`config.mk`:
```
export PLATFORM = sky130hd
export DESIGN_NAME = periodic_task_dispatcher
export DESIGN_NICKNAME = d
export VERILOG_FILES = /design/src/ptd_pkg.sv /design/src/ptd_ctrl.sv /design/src/ptd_dpath.sv /design/src/periodic_task_dispatcher.sv
export VERILOG_INCLUDE_DIRS = /design/src /design/src/src
export SDC_FILE = /design/constraint.sdc
export NUM_CORES = 1
export LEC_CHECK = 0
export BUFFER_PORTS_ARGS = -buffer_cell sky130_fd_sc_hd__buf_4
export CAP_MARGIN = 20
export CORE_ASPECT_RATIO = 0.75
export CORE_MARGIN = 2
export CORE_UTILIZATION = 30
export CTS_CLUSTER_SIZE = 28
export DETAILED_ROUTE_END_ITERATION = 6
export MAX_ROUTING_LAYER = met4
export SETUP_SLACK_MARGIN = 0.1
export SYNTH_ARGS = -nofsm -noshare
export SYNTH_HDL_FRONTEND = slang
export SYNTH_SLANG_ARGS = --single-unit
export TNS_END_PERCENT = 50
```
`constraint.sdc`:
```
create_clock -name clk -period 12.4 [get_ports clk]
set_clock_uncertainty 0.05 [all_clocks]
set_input_delay 1.86 -clock clk [delete_from_list [all_inputs] [get_ports clk]]
set_output_delay 1.86 -clock clk [all_outputs]
set_load 0.05 [all_outputs]
```
`src/assert_macros.svh`:
```
// Assertion macros used by the dispatcher controller.
`ifndef ASSERT_MACROS_SVH
`define ASSERT_MACROS_SVH
`define ASSERT_CLK(label, clk, rst_n, prop, msg) \
	label: assert property (@(posedge clk) disable iff (!rst_n) (prop)) else $error(msg);
`define ASSERT_NEVER(label, clk, rst_n, cond, msg) \
	label: assert property (@(posedge clk) disable iff (!rst_n) !(cond)) else $error(msg);
`endif

```
`src/ptd_pkg.sv`:
```
// Types and constants of the periodic task dispatcher.
package ptd_pkg;
	localparam logic [2:0] OP_SCHEDULE = 3'd0;
	localparam logic [2:0] OP_TICK     = 3'd1;
	localparam logic [2:0] OP_POLL     = 3'd2;
	localparam logic [2:0] OP_DONE     = 3'd3;
	localparam logic [2:0] OP_READ     = 3'd4;

	localparam logic [2:0] ST_OK        = 3'd0;
	localparam logic [2:0] ST_FULL      = 3'd1;
	localparam logic [2:0] ST_BAD_PER   = 3'd2;
	localparam logic [2:0] ST_BAD_OFF   = 3'd3;
	localparam logic [2:0] ST_BAD_PRIO  = 3'd4;
	localparam logic [2:0] ST_BAD_MODE  = 3'd5;
	localparam logic [2:0] ST_BAD_INDEX = 3'd6;

	localparam logic [1:0] RS_IDLE    = 2'd0;
	localparam logic [1:0] RS_READY   = 2'd1;
	localparam logic [1:0] RS_RUNNING = 2'd2;

	localparam logic [1:0] CFG_MODE    = 2'd0;
	localparam logic [1:0] CFG_OVR_LIM = 2'd1;
	localparam logic [1:0] CFG_MIS_LIM = 2'd2;

	localparam logic signed [7:0] LOWEST_PRIO = -8'sd127;

	typedef enum logic [5:0] {
		S_IDLE  = 6'b000001,
		S_SCAN  = 6'b000010,
		S_SHIFT = 6'b000100,
		S_WRITE = 6'b001000,
		S_FIND  = 6'b010000,
		S_OUT   = 6'b100000
	} state_t;

	typedef struct packed {
		logic load;
		logic scan_start;
		logic shift_step;
		logic insert;
		logic find_start;
		logic find_step;
		logic dispatch;
		logic finish;
	} ctl_cmd_t;

	typedef struct packed {
		logic shift_last;
		logic find_last;
		logic found;
		logic pre_done;
		logic do_find;
	} ctl_sts_t;
endpackage

```
`src/ptd_ctrl.sv`:
```
// Controller state machine of the periodic task dispatcher.
`include "assert_macros.svh"
module ptd_ctrl (
	input  logic              clk,
	input  logic              arst_n,
	input  logic              in_valid,
	output logic              in_stall,
	output logic              out_valid,
	input  logic              out_stall,
	output ptd_pkg::ctl_cmd_t cmd,
	input  ptd_pkg::ctl_sts_t sts
);
	import ptd_pkg::*;
	state_t state_q;
	state_t state_d;
	assign in_stall  = (state_q != S_IDLE);
	assign out_valid = (state_q == S_OUT);
	always_comb begin
		state_d = state_q;
		cmd = '0;
		case (state_q)
			S_IDLE: begin
				if (in_valid) begin
					cmd.load = 1'b1;
					state_d = S_SCAN;
				end
			end
			S_SCAN: begin
				cmd.scan_start = 1'b1;
				if (sts.pre_done) begin
					state_d = sts.do_find ? S_FIND : S_OUT;
					cmd.find_start = sts.do_find;
					cmd.finish = !sts.do_find;
				end else begin
					state_d = S_SHIFT;
				end
			end
			S_SHIFT: begin
				cmd.shift_step = 1'b1;
				if (sts.shift_last) begin
					state_d = S_WRITE;
				end
			end
			S_WRITE: begin
				cmd.insert = 1'b1;
				cmd.find_start = sts.do_find;
				cmd.finish = !sts.do_find;
				state_d = sts.do_find ? S_FIND : S_OUT;
			end
			S_FIND: begin
				cmd.find_step = 1'b1;
				if (sts.found) begin
					cmd.dispatch = 1'b1;
					cmd.finish = 1'b1;
					state_d = S_OUT;
				end else if (sts.find_last) begin
					cmd.finish = 1'b1;
					state_d = S_OUT;
				end
			end
			S_OUT: begin
				if (!out_stall) begin
					state_d = S_IDLE;
				end
			end
			default: begin
				state_d = S_IDLE;
			end
		endcase
	end
	always_ff @(posedge clk or negedge arst_n) begin
		if (!arst_n) begin
			state_q <= S_IDLE;
		end else begin
			state_q <= state_d;
		end
	end
	`ASSERT_CLK(a_onehot, clk, arst_n, $onehot(state_q), "state not one-hot")
	`ASSERT_CLK(a_accept, clk, arst_n, (state_q == S_IDLE && in_valid) |=> state_q == S_SCAN,
		"accepted item not started")
	`ASSERT_CLK(a_hold, clk, arst_n, (out_valid && out_stall) |=> out_valid,
		"result dropped while stalled")
endmodule

```
`src/ptd_dpath.sv`:
```
// Task table, walk counters and result register of the dispatcher.
module ptd_dpath #(
	parameter int MAX_TASKS = 8,
	parameter int TICK_BITS = 16
) (
	input  logic                clk,
	input  logic                arst_n,
	input  ptd_pkg::ctl_cmd_t   cmd,
	output ptd_pkg::ctl_sts_t   sts,
	input  logic                cfg_we,
	input  logic [1:0]          cfg_index,
	input  logic [7:0]          cfg_data,
	input  logic [2:0]          op,
	input  logic [15:0]         period_ticks,
	input  logic [15:0]         offset_ticks,
	input  logic signed [7:0]   priority_req,
	input  logic [3:0]          slot_index,
	output logic [2:0]          status,
	output logic                dispatch_valid,
	output logic [3:0]          dispatch_index,
	output logic [4:0]          tasks_held,
	output logic [1:0]          task_state,
	output logic [7:0]          task_overruns,
	output logic [7:0]          task_misses,
	output logic [15:0]         task_countdown
);
	import ptd_pkg::*;
	localparam int IW = (MAX_TASKS > 1) ? $clog2(MAX_TASKS) : 1;
	localparam int CW = $clog2(MAX_TASKS + 1);
	localparam int PW = (TICK_BITS > 16) ? TICK_BITS : 16;

	logic signed [7:0] prio_q [MAX_TASKS];
	logic [TICK_BITS-1:0] per_q [MAX_TASKS];
	logic [TICK_BITS-1:0] cnt_q [MAX_TASKS];
	logic [1:0] rs_q [MAX_TASKS];
	logic [7:0] ovr_q [MAX_TASKS];
	logic [7:0] mis_q [MAX_TASKS];
	logic [CW-1:0] count_q;
	logic signed [7:0] run_prio_q;
	logic mode_q;
	logic [7:0] ovr_lim_q, mis_lim_q;

	logic [2:0] op_q;
	logic [15:0] per_in_q, off_in_q;
	logic signed [7:0] prio_in_q;
	logic [3:0] idx_in_q;
	logic [CW-1:0] pos_q;
	logic [CW-1:0] walk_q;
	logic [CW-1:0] find_q;
	logic use_floor_q;

	logic [2:0] sched_st;
	logic idx_ok;
	logic [IW-1:0] wi, fi, ii;
	logic walk_end;
	logic is_shift;
	logic [TICK_BITS-1:0] cnt_dec;
	logic [CW-1:0] ins_pos;

	assign idx_ok = ({1'b0, idx_in_q} < 5'(count_q));
	assign ii = idx_in_q[IW-1:0];
	assign wi = walk_q[IW-1:0];
	assign fi = find_q[IW-1:0];
	assign is_shift = (op_q == OP_SCHEDULE);
	assign walk_end = is_shift ? (walk_q <= pos_q) : (walk_q >= count_q);

	always_comb begin
		if (32'(count_q) >= MAX_TASKS) begin
			sched_st = ST_FULL;
		end else if (per_in_q == '0 || PW'(per_in_q) > PW'({TICK_BITS{1'b1}})) begin
			sched_st = ST_BAD_PER;
		end else if (PW'(off_in_q) > PW'({TICK_BITS{1'b1}})) begin
			sched_st = ST_BAD_OFF;
		end else if (prio_in_q <= LOWEST_PRIO) begin
			sched_st = ST_BAD_PRIO;
		end else begin
			sched_st = ST_OK;
		end
	end

	always_comb begin
		sts = '0;
		sts.shift_last = walk_end;
		sts.find_last = (find_q >= count_q);
		sts.found = (find_q < count_q) && rs_q[fi] == RS_READY &&
			(!use_floor_q || prio_q[fi] > run_prio_q);
		case (op_q)
			OP_SCHEDULE: sts.pre_done = (sched_st != ST_OK);
			OP_TICK:     sts.pre_done = (count_q == '0);
			default:     sts.pre_done = 1'b1;
		endcase
		case (op_q)
			OP_SCHEDULE: sts.do_find = 1'b0;
			OP_TICK:     sts.do_find = !mode_q;
			OP_POLL:     sts.do_find = mode_q;
			OP_DONE:     sts.do_find = !mode_q && idx_ok;
			default:     sts.do_find = 1'b0;
		endcase
	end

	assign cnt_dec = (cnt_q[wi] != '0) ? cnt_q[wi] - 1'b1 : cnt_q[wi];

	always_comb begin
		ins_pos = count_q;
		for (int i = MAX_TASKS - 1; i >= 0; i--) begin
			if (CW'(i) < count_q && (prio_q[i] < prio_in_q ||
				(prio_q[i] == prio_in_q && TICK_BITS'(per_in_q) < per_q[i]))) begin
				ins_pos = CW'(i);
			end
		end
	end

	always_ff @(posedge clk) begin
		if (cmd.load) begin
			op_q <= op;
			per_in_q <= period_ticks;
			off_in_q <= offset_ticks;
			prio_in_q <= priority_req;
			idx_in_q <= slot_index;
			walk_q <= '0;
		end else if (cmd.scan_start && is_shift) begin
			walk_q <= count_q;
		end else if (cmd.shift_step && !walk_end) begin
			walk_q <= is_shift ? walk_q - 1'b1 : walk_q + 1'b1;
		end
		if (cmd.scan_start) begin
			pos_q <= ins_pos;
		end
	end

	always_ff @(posedge clk) begin
		if (cmd.shift_step && !walk_end) begin
			if (is_shift) begin
				prio_q[wi] <= prio_q[IW'(walk_q - 1'b1)];
				per_q[wi]  <= per_q[IW'(walk_q - 1'b1)];
				cnt_q[wi]  <= cnt_q[IW'(walk_q - 1'b1)];
				rs_q[wi]   <= rs_q[IW'(walk_q - 1'b1)];
				ovr_q[wi]  <= ovr_q[IW'(walk_q - 1'b1)];
				mis_q[wi]  <= mis_q[IW'(walk_q - 1'b1)];
			end else if (op_q == OP_TICK) begin
				if (cnt_dec == '0) begin
					cnt_q[wi] <= per_q[wi];
					if (rs_q[wi] == RS_IDLE) begin
						rs_q[wi] <= RS_READY;
					end else if (rs_q[wi] == RS_RUNNING) begin
						ovr_q[wi] <= (9'(ovr_q[wi]) + 9'd1 < 9'(ovr_lim_q)) ?
							ovr_q[wi] + 8'd1 : ovr_lim_q;
					end else begin
						mis_q[wi] <= (9'(mis_q[wi]) + 9'd1 < 9'(mis_lim_q)) ?
							mis_q[wi] + 8'd1 : mis_lim_q;
					end
				end else begin
					cnt_q[wi] <= cnt_dec;
				end
			end
		end
		if (cmd.insert && is_shift) begin
			prio_q[IW'(pos_q)] <= prio_in_q;
			per_q[IW'(pos_q)]  <= TICK_BITS'(per_in_q);
			cnt_q[IW'(pos_q)]  <= TICK_BITS'(off_in_q);
			rs_q[IW'(pos_q)]   <= RS_IDLE;
			ovr_q[IW'(pos_q)]  <= '0;
			mis_q[IW'(pos_q)]  <= '0;
		end
		if (cmd.scan_start && sts.pre_done && op_q == OP_DONE && idx_ok) begin
			rs_q[ii] <= RS_IDLE;
		end
		if (cmd.dispatch) begin
			rs_q[fi] <= RS_RUNNING;
		end
		if (cmd.find_start) begin
			find_q <= (op_q == OP_DONE) ? CW'(idx_in_q) + 1'b1 : '0;
		end else if (cmd.find_step && !sts.found && !sts.find_last) begin
			find_q <= find_q + 1'b1;
		end
		if (cmd.finish) begin
			case (op_q)
				OP_SCHEDULE: status <= sched_st;
				OP_POLL:     status <= mode_q ? ST_OK : ST_BAD_MODE;
				OP_DONE:     status <= idx_ok ? ST_OK : ST_BAD_INDEX;
				OP_READ:     status <= idx_ok ? ST_OK : ST_BAD_INDEX;
				default:     status <= ST_OK;
			endcase
			dispatch_valid <= cmd.dispatch;
			dispatch_index <= cmd.dispatch ? 4'(find_q) : 4'd0;
			if (op_q == OP_READ && idx_ok) begin
				task_state <= rs_q[ii];
				task_overruns <= ovr_q[ii];
				task_misses <= mis_q[ii];
				task_countdown <= 16'(cnt_q[ii]);
			end else begin
				task_state <= '0;
				task_overruns <= '0;
				task_misses <= '0;
				task_countdown <= '0;
			end
			tasks_held <= 5'(count_q) + ((is_shift && sched_st == ST_OK) ? 5'd1 : 5'd0);
		end
	end

	always_ff @(posedge clk or negedge arst_n) begin
		if (!arst_n) begin
			count_q <= '0;
			run_prio_q <= LOWEST_PRIO;
			mode_q <= 1'b0;
			ovr_lim_q <= 8'd255;
			mis_lim_q <= 8'd255;
			use_floor_q <= 1'b0;
		end else begin
			if (cfg_we) begin
				case (cfg_index)
					CFG_MODE:    mode_q <= cfg_data[0];
					CFG_OVR_LIM: ovr_lim_q <= cfg_data;
					CFG_MIS_LIM: mis_lim_q <= cfg_data;
					default: ;
				endcase
			end
			if (cmd.finish && is_shift && sched_st == ST_OK) begin
				count_q <= count_q + 1'b1;
			end
			if (cmd.find_start) begin
				use_floor_q <= !mode_q;
				if (op_q == OP_DONE) begin
					run_prio_q <= LOWEST_PRIO;
				end
			end
			if (cmd.dispatch && use_floor_q) begin
				run_prio_q <= prio_q[fi];
			end
		end
	end
endmodule

```
`src/periodic_task_dispatcher.sv`:
```
// Top level of the periodic task dispatcher.
//  channel  | handshake           | payload
//  input    | in_valid/in_stall   | op, period_ticks, offset_ticks, priority_req, slot_index
//  result   | out_valid/out_stall | status, dispatch_*, tasks_held, task_*
//  config   | cfg_valid/cfg_ready | cfg_index, cfg_data
// Every item passes SCAN and OUT. Tick on a non-empty table and accepted schedule then walk
// the table in SHIFT, one entry per cycle, and pass WRITE. A dispatch search steps through
// the entries in FIND until one is found or the table ends.
// Reset clears the task count and mode, sets the running priority to LOWEST_PRIO and
// sets both limits to 255.
// Input stalls from acceptance until the result transfers; the result holds under stall.
module periodic_task_dispatcher #(
	parameter int MAX_TASKS = 8,
	parameter int TICK_BITS = 16
) (
	input  logic              clk,
	input  logic              arst_n,
	input  logic              in_valid,
	output logic              in_stall,
	input  logic [2:0]        op,
	input  logic [15:0]       period_ticks,
	input  logic [15:0]       offset_ticks,
	input  logic signed [7:0] priority_req,
	input  logic [3:0]        slot_index,
	output logic              out_valid,
	input  logic              out_stall,
	output logic [2:0]        status,
	output logic              dispatch_valid,
	output logic [3:0]        dispatch_index,
	output logic [4:0]        tasks_held,
	output logic [1:0]        task_state,
	output logic [7:0]        task_overruns,
	output logic [7:0]        task_misses,
	output logic [15:0]       task_countdown,
	input  logic              cfg_valid,
	output logic              cfg_ready,
	input  logic [1:0]        cfg_index,
	input  logic [7:0]        cfg_data
);
	import ptd_pkg::*;
	ctl_cmd_t cmd;
	ctl_sts_t sts;
	assign cfg_ready = 1'b1;
	ptd_ctrl u_ctrl (
		.clk(clk), .arst_n(arst_n), .in_valid(in_valid), .in_stall(in_stall),
		.out_valid(out_valid), .out_stall(out_stall), .cmd(cmd), .sts(sts)
	);
	ptd_dpath #(.MAX_TASKS(MAX_TASKS), .TICK_BITS(TICK_BITS)) u_dpath (
		.clk(clk), .arst_n(arst_n), .cmd(cmd), .sts(sts),
		.cfg_we(cfg_valid), .cfg_index(cfg_index), .cfg_data(cfg_data),
		.op(op), .period_ticks(period_ticks), .offset_ticks(offset_ticks),
		.priority_req(priority_req), .slot_index(slot_index),
		.status(status), .dispatch_valid(dispatch_valid), .dispatch_index(dispatch_index),
		.tasks_held(tasks_held), .task_state(task_state), .task_overruns(task_overruns),
		.task_misses(task_misses), .task_countdown(task_countdown)
	);
endmodule

```
==> impl_summary.log <==
[metrics] result of the run: completed
[metrics] Synth Register Bits: a little over 600
[metrics] post-placement setup slack: 5390 ps
[metrics] area of the placeable core: roughly 0.12 mm2
[metrics] CP Data Arrival Time: ~7300 ps
[metrics] area overhead of the layout relative to synthesis: 13.4%
[metrics] All-Layer GR Usage: 0.179
[metrics] number of nets produced by synthesis: between 2000 and 3000
[metrics] data required time of the worst path: approximately 13000 ps
[metrics] die boundary height: about 300 um
[metrics] number of buffers inserted during clock tree synthesis: 60
[metrics] worst IR drop on VDD: between 0.0001 and 0.00015 V
[metrics] overall via count from detail_route: between 20000 and 25000
[metrics] vias in the first global route: approximately 23000
[metrics] CTS hold repair buffers: 0
[metrics] # placed instances: about 4200
[metrics] gpl congestion: 0.902
[metrics] setup TNS: 0 ps
[metrics] Period Utilization, post-route: 0.574
[metrics] min cycle time layout: approximately 7000 ps
[metrics] synth top area cells: sky130_fd_sc_hd__edfxtp_1 47%, sky130_fd_sc_hd__mux4_2 19%, sky130_fd_sc_hd__ha_1 8.0%, sky130_fd_sc_hd__mux2i_1 3.8%, sky130_fd_sc_hd__inv_1 2.0%
[metrics] WL/cell: about 25 um
[metrics] Detail Placement HPWL: 73700 um
[metrics] total power divided by cell area: 165 mW/mm2
[metrics] CTS tree: done
[metrics] filler cell count: between 10000 and 15000
[metrics] Post-CTS Setup Inserts: 0
[metrics] share of the synthesized netlist area taken by xor and xnor gates: 0.00843
[metrics] number of distinct standard cells referenced by the synthesized netlist: 76
[metrics] Std-Cell Rows: between 100 and 150
[metrics] fin. max-slew vios: 0
[metrics] effective utilization at floorplan: 0.303
[metrics] total wire length: between 100000 and 150000 um
[metrics] uppermost routed layer: met4
[metrics] largest area contributor in the synthesized netlist: sky130_fd_sc_hd__edfxtp_1
[metrics] Achievable Freq: ~0.14 GHz
[metrics] most instantiated library cell after synthesis: sky130_fd_sc_hd__edfxtp_1
[metrics] share of cells above drive strength 1: 0.250
[metrics] share of the synthesized area in the top cell type: 0.467
[metrics] number of DRC markers in iteration 0: around 2400
[metrics] number of endpoints failing setup at the final stage: 0
[metrics] global-route wire length before repair: 160000 um
[metrics] largest buffer count on any clock path: 3
[metrics] final number of hold-violating endpoints: 0
[metrics] unrepaired setup endpoints after global routing: no
[metrics] maximum number of pins on one net before global-route repair: 81
[metrics] main combinational cell family by area after synthesis: multiplexers
[metrics] buffer cell driving the clock tree root: sky130_fd_sc_hd__clkbuf_16
[metrics] worst-margin pin slew: about 1200 ps
[metrics] basic-gate share of the synthesized area counting and, or, nand and nor cells: 0.0686
[metrics] multiplexer share of the synthesized area: 0.243
[metrics] initial antenna violation count: 0
[metrics] CP endpoint kind: register
[metrics] Top FF cell, synth: sky130_fd_sc_hd__edfxtp_1
[metrics] share of the synthesized area in compound gates (AO/OA/AOI/OAI): 0.0667
[metrics] met3 wirelength from detailed routing: between 10000 and 15000 um
[metrics] number of DRC violations after detailed routing: 0
[metrics] Setup crit start kind: register
[metrics] final std cell area, no fill: between 0.04 and 0.05 mm2
[metrics] top post-synthesis cells by count: 566 x sky130_fd_sc_hd__edfxtp_1, 305 x sky130_fd_sc_hd__mux4_2, 232 x sky130_fd_sc_hd__ha_1, 193 x sky130_fd_sc_hd__inv_1, 184 x sky130_fd_sc_hd__nor2_1
[metrics] Seq/Total Area, Yosys: 0.498
[metrics] total number of yosys warnings: 0
[metrics] diode count: 0
[metrics] synthesized instance count: approximately 2600
[metrics] clock-pin slew of the registers on the worst-case setup and hold paths: 60 ps
[metrics] die outline area: 0.124 mm2
[metrics] vias per cell: roughly 5.5
[metrics] Top-Level Pins: approximately 110
[metrics] Async S/R FF share, synth: 0.0588
[metrics] number of I/O port buffers: 110
[metrics] largest driver fanout on the critical path: 34
[metrics] Static Leak: about 15 nW
[metrics] area share of fa/ha/maj cells after synthesis: 0.0798
[metrics] Synth Cell Area: ~0.036 mm2
[metrics] Max Cap Violations: 0
[metrics] post-synthesis area per instance: roughly 14 um2
[metrics] Routed met2 length: 43600 um
[metrics] Max-Slew Margin vs Limit: 0.204
[metrics] Final Instance Count excl. Fillers: between 4000 and 5000
[metrics] placed inst area: between 0.03 and 0.04 mm2
[metrics] number of nets in the finished design: between 2000 and 3000
[metrics] number of enable flip-flop cells after synthesis: around 570
[metrics] width of the die: 406 um
[metrics] count of TritonRoute iterations in the first routing pass: 6
[metrics] CTS Sinks: around 610
[metrics] worst setup slack after layout: approximately 5300 ps
[metrics] overflow left after global routing: 0
[metrics] routed metal-1 wire length: about 51000 um
[metrics] type of the worst setup path: reg2reg
[metrics] source of the worst hold timing path: u_dpath.run_prio_q[0]
[metrics] H-tree depth reported by CTS: 2
[metrics] count of cells resized by post-cts repair: 0
[metrics] class of the tightest hold or removal check: reg2reg
[metrics] antenna violation net count after detailed routing: 0
[metrics] clock latency of the later-clocked register in the worst-skew pair: around 660 ps
through the flow:
| step | hold slack (ps) | power [mW] | utilization |
|---|---|---|---|
| after floorplan | 402 | 4.25 | - |
| after global placement | 413 | 4.86 | 0.326 |
| after detailed placement | 425 | 4.89 | 0.326 |
| after CTS | 435 | 6.83 | 0.343 |
| after global routing | 466 | 7.11 | 0.343 |
| final | 432 | 6.79 | 0.343 |
cell families (layout without fill, tap and decap cells):
kind of cell             count (synthesis)  after routing
flip-flops                             612            612
AND/OR/NAND/NOR                        513            513
XOR/XNOR                                35             35
adder cells (fa/ha/maj)                232            232
buffers and inverters                  323            462
AO/OA/AOI/OAI                          374            374
multiplexers                           494            494
other                                    1              1
registers in the layout, summed over array words and instances, names as in the netlist, 16 cells and up, named ones only:
signal,cells
u_dpath.cnt_q,128
u_dpath.task_countdown,16
u_dpath.mis_q,64
u_dpath.per_q,128
u_dpath.per_in_q,16
u_dpath.rs_q,16
u_dpath.prio_q,64
u_dpath.ovr_q,64
u_dpath.off_in_q,16
critical path, cell delays in order (launching register included):
cell	delay, ps
sky130_fd_sc_hd__dfxtp_4	790
sky130_fd_sc_hd__clkinv_1	700
sky130_fd_sc_hd__buf_4	460
sky130_fd_sc_hd__mux2i_1	340
sky130_fd_sc_hd__ha_1	310
sky130_fd_sc_hd__inv_1	90
sky130_fd_sc_hd__nor3_2	190
sky130_fd_sc_hd__or4b_1	650
sky130_fd_sc_hd__o21bai_2	360
sky130_fd_sc_hd__nor3_1	120
sky130_fd_sc_hd__xor2_1	610
sky130_fd_sc_hd__nand4_2	720
sky130_fd_sc_hd__and2_1	450
sky130_fd_sc_hd__nor2_1	800
final cells by class:
cell class                      count  area [um2]  area share
Clock buffer                       71        1610      0.0389
Clock inverter                     40         435      0.0106
Inverter                          194         728      0.0177
Multi-Input combinational cell   1649       17100       0.415
Sequential cell                   612       18100       0.440
Tap cell                         1624        2030      0.0493
Timing Repair Buffer              157        1180      0.0287
worst paths after layout:
path	slack (ps)	endpoint	cells past startpoint
worst max-delay path	5290	u_dpath.ovr_q[4][7]	13
worst min-delay path	430	u_dpath.run_prio_q[0]	2
worst max register to register	5290	u_dpath.ovr_q[4][7]	13
worst min register to register	430	u_dpath.run_prio_q[0]	2
max in group asynchronous	10770	u_dpath.run_prio_q[0]	1
min in group asynchronous	1140	u_dpath.mode_q	1
cells in the final DEF, fill, tap and decap left out, drive strengths merged, types with 11 or more instances in the layout:
| master | count |
|---|---|
| a211oi | 41 |
| a21o | 38 |
| a21oi | 81 |
| buf | 157 |
| clkbuf | 71 |
| clkinv | 22 |
| dfrtp | 17 |
| dfstp | 19 |
| edfxtp | 566 |
| ha | 232 |
| inv | 197 |
| mux2 | 52 |
| mux2i | 137 |
| mux4 | 305 |
| nand2 | 115 |
| nand2b | 19 |
| nand3 | 37 |
| nand4 | 30 |
| nor2 | 184 |
| nor2b | 32 |
| nor3 | 26 |
| nor4 | 13 |
| o21a | 28 |
| o21ai | 106 |
| o22ai | 11 |
| xnor2 | 18 |
| xor2 | 17 |
report_power, final:
part / switching (mW) / internal (mW)
registers: 0.159 / 2.63
clock network: 0.839 / 1.09
logic: 1.22 / 0.853
total: 2.22 / 4.57
metal layers:
layer,up-vias,track usage
met3,122,0.0610
li1,10400,-
met2,1292,0.231
met1,12200,0.266
met4,0,0.0366
met5,-,-
No activity file was read; power rests on OpenSTA's default activity.
